**config.mk**
```make
export PLATFORM = sky130hd
export DESIGN_NAME = edit_distance_with_swaps
export DESIGN_NICKNAME = d
export VERILOG_FILES = /design/src/edws_pkg.sv /design/src/edit_distance_with_swaps.sv /design/src/edws_cell.sv
export SDC_FILE = /design/constraint.sdc
export NUM_CORES = 2
export LEC_CHECK = 0
export ABC_AREA = 1
export BUFFER_PORTS_ARGS = -buffer_cell sky130_fd_sc_hd__buf_4
export CORE_MARGIN = 1.5
export CORE_UTILIZATION = 29
export CTS_CLUSTER_DIAMETER = 30
export CTS_CLUSTER_SIZE = 28
export DETAILED_ROUTE_END_ITERATION = 8
export GPL_TIMING_DRIVEN = 0
export PLACE_DENSITY_LB_ADDON = 0.25
export SLEW_MARGIN = 20
export SYNTH_ARGS = -nofsm -noshare
export SYNTH_HDL_FRONTEND = slang
export SYNTH_HIERARCHICAL = 1
export SYNTH_SLANG_ARGS = --single-unit
```
**constraint.sdc**
```tcl
create_clock -name i_clk -period 8.8 [get_ports i_clk]
set_input_delay 0.88 -clock i_clk [delete_from_list [all_inputs] [get_ports i_clk]]
set_output_delay 0.88 -clock i_clk [all_outputs]
set_load 0.01 [all_outputs]
```
**src/edws_pkg.sv**
```systemverilog
`timescale 1ns / 1ps

package edws_pkg;

    localparam int MAX_LEN = 16;
    localparam int VAL_W   = $clog2(MAX_LEN + 1);
    localparam int CAND_W  = VAL_W + 2;
    localparam int CHAR_W  = 8;
    localparam int DIST_W  = 5;
    localparam int THR_W   = 5;

    typedef logic [VAL_W-1:0]  t_val;
    typedef logic [CAND_W-1:0] t_cand;
    typedef logic [CHAR_W-1:0] t_char;

    typedef enum logic [1:0] {
        CMD_CLEAR    = 2'd0,
        CMD_APPEND_A = 2'd1,
        CMD_APPEND_B = 2'd2,
        CMD_REPORT   = 2'd3
    } t_cmd;

    // data handed from one row cell to the next as the column wave moves down
    typedef struct packed {
        t_val  fresh;  // new value of the row above
        t_val  diag;   // old value of the row above
        t_char a0;     // a char of the row above
        logic  av0;    // row above is a real row of a
        t_char a1;     // a char two rows up
        logic  av1;
        t_val  b1_0;   // back-one column, row above
        t_val  b2_0;   // back-two column, row above
        t_val  b1_1;   // back-one column, two rows up
        t_val  b2_1;   // back-two column, two rows up
        t_val  b1_2;   // back-one column, three rows up
    } t_tok;

    // broadcast from the controller to every cell
    typedef struct packed {
        logic  clr;
        logic  wr_a;
        t_char wr_char;
        t_val  len_a;
        t_char c;
        t_char p1;
        t_char p2;
        logic  ge1;
        logic  ge2;
    } t_ctl;

    function automatic logic [DIST_W-1:0] sat_dist(input t_val val);
        logic [31:0] w;
        w = 32'(val);
        return (w > 32'd31) ? DIST_W'(31) : w[DIST_W-1:0];
    endfunction

endpackage

```
**src/edit_distance_with_swaps.sv**
```systemverilog
`timescale 1ns / 1ps

// Edit distance with adjacent and skewed swaps between word A and word B, up to
// MAX_LEN (16) characters each. Commands: clear (both words, errors), append a
// character to A, append a character to B, report. A is held in a chain of 16
// row cells, one per character; each B character sends one column wave down the
// chain, one cell per clock, so an append to B holds off the next command until
// the wave has run the length of the cell chain. A report yields one transfer on
// the output channel with the distance, the flag distance <= threshold and the
// sticky error flag (a character dropped because a word was full or because A
// was appended after B started). The threshold register may be written at any
// time the block is idle.

module edit_distance_with_swaps (
    input  logic        i_clk,
    input  logic        i_rst_n,
    input  logic        i_valid,
    output logic        o_ready,
    input  logic [1:0]  i_cmd,
    input  logic [7:0]  i_char_in,
    output logic        o_valid,
    input  logic        i_ready,
    output logic [4:0]  o_distance,
    output logic        o_within_res,
    output logic        o_error,
    input  logic        i_cfg_we,
    input  logic [4:0]  i_cfg_data
);

    localparam int MAX_LEN = edws_pkg::MAX_LEN;
    localparam int VAL_W   = edws_pkg::VAL_W;

    // control registers
    logic [edws_pkg::THR_W-1:0] r_threshold;
    edws_pkg::t_val             r_len_a, n_len_a;
    edws_pkg::t_val             r_len_b, n_len_b;
    edws_pkg::t_char            r_rc0, n_rc0;   // newest b char
    edws_pkg::t_char            r_rc1, n_rc1;
    edws_pkg::t_char            r_rc2, n_rc2;
    logic                       r_err, n_err;
    edws_pkg::t_val             r_wave, n_wave; // cycles left in the column wave
    logic                       r_head_vld, n_head_vld;
    edws_pkg::t_tok             r_head_tok, n_head_tok;

    // output register
    logic                       r_out_vld, n_out_vld;
    logic [edws_pkg::DIST_W-1:0] r_out_dist, n_out_dist;
    logic                       r_out_within, n_out_within;
    logic                       r_out_err, n_out_err;

    logic            in_xfer;
    edws_pkg::t_cmd  cmd;
    logic            a_ok;
    logic            b_ok;
    edws_pkg::t_val  cur_dist;
    edws_pkg::t_ctl  ctl;

    logic            tok_vld [0:MAX_LEN];
    edws_pkg::t_tok  tok     [0:MAX_LEN];
    edws_pkg::t_val  col_now [0:MAX_LEN];

    assign cmd     = edws_pkg::t_cmd'(i_cmd);
    assign o_ready = (r_wave == '0) && (!r_out_vld || i_ready);
    assign in_xfer = i_valid && o_ready;

    // a may only grow before b starts, and neither past MAX_LEN
    assign a_ok = (r_len_b == '0) && (r_len_a != VAL_W'(MAX_LEN));
    assign b_ok = (r_len_b != VAL_W'(MAX_LEN));

    // the distance is the last live row of the current column; row 0 is len_b
    assign cur_dist = col_now[r_len_a];

    // broadcast to the cells; during a wave r_len_b already counts the new char
    always_comb begin
        ctl.clr     = in_xfer && (cmd == edws_pkg::CMD_CLEAR);
        ctl.wr_a    = in_xfer && (cmd == edws_pkg::CMD_APPEND_A) && a_ok;
        ctl.wr_char = i_char_in;
        ctl.len_a   = r_len_a;
        ctl.c       = r_rc0;
        ctl.p1      = r_rc1;
        ctl.p2      = r_rc2;
        ctl.ge1     = (r_len_b >= VAL_W'(2));
        ctl.ge2     = (r_len_b >= VAL_W'(3));
    end

    always_comb begin
        n_len_a      = r_len_a;
        n_len_b      = r_len_b;
        n_rc0        = r_rc0;
        n_rc1        = r_rc1;
        n_rc2        = r_rc2;
        n_err        = r_err;
        n_wave       = (r_wave != '0) ? r_wave - VAL_W'(1) : r_wave;
        n_head_vld   = 1'b0;
        n_head_tok   = r_head_tok;
        n_out_vld    = r_out_vld && !i_ready;
        n_out_dist   = r_out_dist;
        n_out_within = r_out_within;
        n_out_err    = r_out_err;
        if (in_xfer) begin
            unique case (cmd)
                edws_pkg::CMD_CLEAR: begin
                    n_len_a = '0;
                    n_len_b = '0;
                    n_rc0   = '0;
                    n_rc1   = '0;
                    n_rc2   = '0;
                    n_err   = 1'b0;
                end
                edws_pkg::CMD_APPEND_A: begin
                    if (a_ok) begin
                        n_len_a = r_len_a + VAL_W'(1);
                    end else begin
                        n_err = 1'b1;
                    end
                end
                edws_pkg::CMD_APPEND_B: begin
                    if (b_ok) begin
                        n_len_b    = r_len_b + VAL_W'(1);
                        n_rc0      = i_char_in;
                        n_rc1      = r_rc0;
                        n_rc2      = r_rc1;
                        n_wave     = VAL_W'(MAX_LEN);
                        n_head_vld = 1'b1;
                        // column 0 row: old value len_b, new value len_b + 1
                        n_head_tok.fresh = r_len_b + VAL_W'(1);
                        n_head_tok.diag  = r_len_b;
                        n_head_tok.a0    = '0;
                        n_head_tok.av0   = 1'b0;
                        n_head_tok.a1    = '0;
                        n_head_tok.av1   = 1'b0;
                        n_head_tok.b1_0  = r_len_b - VAL_W'(1);
                        n_head_tok.b2_0  = r_len_b - VAL_W'(2);
                        n_head_tok.b1_1  = '0;
                        n_head_tok.b2_1  = '0;
                        n_head_tok.b1_2  = '0;
                    end else begin
                        n_err = 1'b1;
                    end
                end
                edws_pkg::CMD_REPORT: begin
                    n_out_vld    = 1'b1;
                    n_out_dist   = edws_pkg::sat_dist(cur_dist);
                    n_out_within = (32'(cur_dist) <= 32'(r_threshold));
                    n_out_err    = r_err;
                end
                default: begin
                end
            endcase
        end
    end

    always_ff @(posedge i_clk) begin
        if (!i_rst_n) begin
            r_threshold <= '0;
            r_len_a     <= '0;
            r_len_b     <= '0;
            r_rc0       <= '0;
            r_rc1       <= '0;
            r_rc2       <= '0;
            r_err       <= 1'b0;
            r_wave      <= '0;
            r_head_vld  <= 1'b0;
            r_out_vld   <= 1'b0;
        end else begin
            if (i_cfg_we) begin
                r_threshold <= i_cfg_data;
            end
            r_len_a    <= n_len_a;
            r_len_b    <= n_len_b;
            r_rc0      <= n_rc0;
            r_rc1      <= n_rc1;
            r_rc2      <= n_rc2;
            r_err      <= n_err;
            r_wave     <= n_wave;
            r_head_vld <= n_head_vld;
            r_out_vld  <= n_out_vld;
        end
    end

    // payload registers
    always_ff @(posedge i_clk) begin
        r_head_tok   <= n_head_tok;
        r_out_dist   <= n_out_dist;
        r_out_within <= n_out_within;
        r_out_err    <= n_out_err;
    end

    // chain of row cells, row 0 is the head register
    assign tok_vld[0] = r_head_vld;
    assign tok[0]     = r_head_tok;
    assign col_now[0] = r_len_b;

    for (genvar k = 1; k <= MAX_LEN; k++) begin : g_row
        edws_cell u_cell (
            .i_clk     (i_clk),
            .i_rst_n   (i_rst_n),
            .i_idx     (VAL_W'(k)),
            .i_ctl     (ctl),
            .i_tok_vld (tok_vld[k-1]),
            .i_tok     (tok[k-1]),
            .o_tok_vld (tok_vld[k]),
            .o_tok     (tok[k]),
            .o_now     (col_now[k])
        );
    end

    assign o_valid      = r_out_vld;
    assign o_distance   = r_out_dist;
    assign o_within_res = r_out_within;
    assign o_error      = r_out_err;

    // only one column wave is ever in flight
    logic [MAX_LEN:0] wave_bits;
    always_comb begin
        for (int k = 0; k <= MAX_LEN; k++) begin
            wave_bits[k] = tok_vld[k];
        end
    end

    a_one_wave: assert property (@(posedge i_clk) disable iff (!i_rst_n)
        $onehot0(wave_bits))
        else $error("more than one column wave in the cell chain");

    a_len_a_max: assert property (@(posedge i_clk) disable iff (!i_rst_n)
        r_len_a <= VAL_W'(MAX_LEN) && r_len_b <= VAL_W'(MAX_LEN))
        else $error("word length beyond MAX_LEN");

    a_b_starts_wave: assert property (@(posedge i_clk) disable iff (!i_rst_n)
        in_xfer && cmd == edws_pkg::CMD_APPEND_B && b_ok |=> r_head_vld && r_wave != '0)
        else $error("append to b did not launch a column wave");

    a_a_locked: assert property (@(posedge i_clk) disable iff (!i_rst_n)
        in_xfer && cmd == edws_pkg::CMD_APPEND_A && r_len_b != '0 |=> $stable(r_len_a) && r_err)
        else $error("append to a after b started was not dropped");

    a_busy_no_xfer: assert property (@(posedge i_clk) disable iff (!i_rst_n)
        r_head_vld |-> !in_xfer)
        else $error("transfer taken while a column wave starts");

endmodule

```
**src/edws_cell.sv**
```systemverilog
`timescale 1ns / 1ps

module edws_cell (
    input  logic               i_clk,
    input  logic               i_rst_n,
    input  edws_pkg::t_val     i_idx,
    input  edws_pkg::t_ctl     i_ctl,
    input  logic               i_tok_vld,
    input  edws_pkg::t_tok     i_tok,
    output logic               o_tok_vld,
    output edws_pkg::t_tok     o_tok,
    output edws_pkg::t_val     o_now
);

    edws_pkg::t_val  r_now;
    edws_pkg::t_val  r_b1;
    edws_pkg::t_val  r_b2;
    edws_pkg::t_char r_a;
    logic            r_tok_vld;
    edws_pkg::t_tok  r_tok;

    edws_pkg::t_val  n_now;
    edws_pkg::t_val  min_a;
    edws_pkg::t_cand v;
    edws_pkg::t_cand cand;
    logic            active;
    logic            load;

    assign active = (i_idx <= i_ctl.len_a);
    assign load   = i_ctl.wr_a &&
                    ({1'b0, i_idx} == ({1'b0, i_ctl.len_a} + (edws_pkg::VAL_W + 1)'(1)));

    // one cell of the distance column
    always_comb begin
        min_a = (r_now < i_tok.fresh) ? r_now : i_tok.fresh;
        min_a = (min_a < i_tok.diag) ? min_a : i_tok.diag;
        if (r_a == i_ctl.c) begin
            v = edws_pkg::CAND_W'(i_tok.diag);
        end else begin
            v = edws_pkg::CAND_W'(min_a) + edws_pkg::CAND_W'(1);
        end
        // adjacent swap
        cand = edws_pkg::CAND_W'(i_tok.b1_1) + edws_pkg::CAND_W'(1);
        if (i_tok.av0 && i_ctl.ge1 && i_tok.a0 == i_ctl.c && r_a == i_ctl.p1 && cand < v) begin
            v = cand;
        end
        // skewed swap, b side two back
        cand = edws_pkg::CAND_W'(i_tok.b2_1) + edws_pkg::CAND_W'(2);
        if (i_tok.av0 && i_ctl.ge2 && i_tok.a0 == i_ctl.c && r_a == i_ctl.p2 && cand < v) begin
            v = cand;
        end
        // skewed swap, a side two back
        cand = edws_pkg::CAND_W'(i_tok.b1_2) + edws_pkg::CAND_W'(2);
        if (i_tok.av1 && i_ctl.ge1 && r_a == i_ctl.p1 && i_tok.a1 == i_ctl.c && cand < v) begin
            v = cand;
        end
        n_now = active ? v[edws_pkg::VAL_W-1:0] : r_now;
    end

    always_ff @(posedge i_clk) begin
        if (!i_rst_n || i_ctl.clr) begin
            r_now     <= i_idx;
            r_b1      <= '0;
            r_b2      <= '0;
            r_tok_vld <= 1'b0;
        end else begin
            r_tok_vld <= i_tok_vld;
            if (i_tok_vld) begin
                r_now <= n_now;
                r_b1  <= r_now;
                r_b2  <= r_b1;
            end
        end
    end

    always_ff @(posedge i_clk) begin
        if (load) begin
            r_a <= i_ctl.wr_char;
        end
        if (i_tok_vld) begin
            r_tok.fresh <= n_now;
            r_tok.diag  <= r_now;
            r_tok.a0    <= r_a;
            r_tok.av0   <= 1'b1;
            r_tok.a1    <= i_tok.a0;
            r_tok.av1   <= i_tok.av0;
            r_tok.b1_0  <= r_b1;
            r_tok.b2_0  <= r_b2;
            r_tok.b1_1  <= i_tok.b1_0;
            r_tok.b2_1  <= i_tok.b2_0;
            r_tok.b1_2  <= i_tok.b1_1;
        end
    end

    assign o_tok_vld = r_tok_vld;
    assign o_tok     = r_tok;
    assign o_now     = r_now;

endmodule
```
==> results.yml <==
routing:
  drt_wl_total_um: 223000
  post_drt_wl_per_cell_um: 17.8
  met2_length_um: 104000
  top_layer_used: "met4"
  drtPass1Iterations: 6
  vias_per_cell: 4.68
  post-route-drc-count: 0
  met1Wirelength_um: 99000
  route.met3.wl_um: 11500
  num_vias: 58700
  drt_iter0_markers: 4155
  ant_nets: 0
sta:
  tightest_slew_ns: 1.13
  fmax_mhz: 121
  finalCritPeriodShare_pct: 94.1
  rsz0062_at_grt: "yes"
  setup_viol: 0
  whs_ns: 0.195
  relSlewSlack_pct: 24.5
  fin_crit_ns: 8.28
  final_max_slew_viol_count: 0
  fin_skew_ns: 0.0963
  fin_setup_tns_ns: 0
  fin_ws_ns: 0.519
  hold_violations: 0
critical_path:
  crit_path_top_delay_cell: "edfxtp_1"
  critPathLaunchType: "register"
  crit_type: "register to register"
  cp_max_fo: 10
  max_stage_delay_ns: 0.47
  worst_r2r_path_depth: 45
  rrSetupSlack_ns: 0.52
  startpoint: "g_row[3].u_cell/o_now[4]"
  endpoint_kind: "register"
  worstReg2RegEnd: "g_row[3].u_cell/o_now[2]"
  worstPathRequired_ns: 9.46
  r2r_start: "g_row[3].u_cell/o_now[4]"
  path_common_cell: "nand2_1"
  cp.arrival_ns: 8.94
pwr:
  power_density_nw_per_um2: 261
  swShare_pct: 32.3
  p_clk_share_pct: 46.1
  switchingPower_uw: 7790
  p_leak_uw: 0.0389
  seqPwrFrac_pct: 28.2
  internal-power_uw: 16300
  irDropWorstVdd_mv: 0.181
  p_comb_share_pct: 25.7
clock_tree:
  clock-sinks: 1205
  clk_latency_ns: 0.94
  htreeDepth: 5
  cts_hold_buffers: 0
  cts_tree: "built"
  clkTransAtPathRegs_ns: 0.05
  cts-root-buf: "clkbuf_16"
  clock_path_buffers: 4
  cts_buffers: 314
layout:
  area_growth_pct: 23.7
  design_area_um2: 92200
  nFillCells: 25300
  regArea_um2: 34300
  multi_input_area_um2: 37300
  fin_nets: 9500
  final_layout_size_suffix_gt1_share_pct: 16.0
floorplan:
  io_pins: 29
  die_w_um: 510
  rows: 185
  die_height_um: 510
  dieArea_um2: 260000
  core_area_um2: 255000
  start_util_pct: 29.2
global_route:
  grt_pass1_vias: 57100
  grt_start_max_net_pins: 54
  grt_antenna_before_repair: 4
  track_usage_pct: 16.9
  grt_pass1_wl_um: 337000
  overflow: 0
hold_path:
  min_from: "i_cfg_data[0]"
  whs_endpoint: "r_threshold[0]"
  min_path_type: "input pin to register"
  min_path_cells: 3
synth:
  netlist_instances: 8192
  syn_avg_cell_area_um2: 9.10
  syn_area_um2: 74500
  synth.yosys.warnings: 6
run_status:
  status: "finished clean"
placed_design:
  placed_cell_area_um2: 81300
  post-dp-hpwl_um: 167000
  port_buffers: 28
  gp_congestion: 0.877
  dp_slack_ns: -0.587
run:
  max_cap_violations: 0
[worst max-delay path, delay by kind of cell, from the launching register on]
family                   cells  cell delay, ns
AND/OR/NAND/NOR             26            3.69
AO/OA/AOI/OAI               10            1.88
adder cells (fa/ha/maj)      6            1.63
flip-flops                   1            0.47
buffers and inverters        2            0.29
XOR/XNOR                     1            0.07
[routing by layer]
layer,up-vias,GRT usage [%]
met5,-,0
met4,0,7.04
met3,462,2.68
met2,1492,27.9
met1,27800,21.9
li1,29000,-
[layout make-up]
class	count	share of cell area, %
Antenna cell	2	0.00543
Clock buffer	370	9.02
Sequential cell	1205	37.2
Timing Repair Buffer	120	1.59
Multi-Input combinational cell	6117	40.5
Inverter	1099	4.48
Buffer	76	0.524
Clock inverter	180	2.13
Tap cell	3366	4.57
[per-stage QoR]
stage	instances	total power, µW	utilization, %
floorplan	8497	11000	-
global placement	11900	12700	31.4
detailed placement	11900	13000	31.9
CTS	12500	24200	36.0
global route	12500	25400	36.2
finish	12500	24100	36.2
[sequential cells by signal (all words and copies together) (netlist names), 15 cells and up]
name	flops
g_row.u_cell/o_now	80
g_row.u_cell/o_tok	770
g_row.u_cell/o_tok_vld	15
g_row.u_cell/r_a	128
g_row.u_cell/r_b1	70
g_row.u_cell/r_b2	70
r_head_tok	18
[worst max path at each step]
stage,end,slack (ns)
after detailed placement,g_row[12].u_cell/o_now[2],-0.59
after global routing,g_row[16].u_cell/o_now[1],-0.03
after global placement,g_row[12].u_cell/o_now[2],-1.58
after floorplan,g_row[9].u_cell/o_now[0],1.44
final,g_row[3].u_cell/o_now[2],0.52
after CTS,g_row[3].u_cell/o_now[2],0.03
[power by group through the flow]
| stage | logic (µW) | registers (µW) | clock network, µW |
|---|---|---|---|
| after detailed placement | 6040 | 6930 | 0 |
| after global routing | 6950 | 6810 | 11600 |
| final | 6190 | 6800 | 11100 |
| after floorplan | 4220 | 6770 | 0 |
| after CTS | 6080 | 6830 | 11300 |
| after global placement | 5560 | 7160 | 0 |
[repair_timing]
action                                  CTS  global route
buffers inserted                          0            34
pin swaps                                 0             7
gates resized for setup                   9           119
endpoints found under the setup margin   30           145
gates cloned                              0             0
[placed cells by master (no fill, tap or decap), types with 247 or more instances in the layout]
cell type  instances
nor2_1           462
xor2_1           325
xnor2_1          322
nand3_1          542
clkbuf_16        320
inv_1            963
o21ai_0          247
ha_1             547
nand2_2          282
nand2_1         1707
conb_1           322
edfxtp_1        1003
Note: power is estimated with default switching activity, not from simulation.
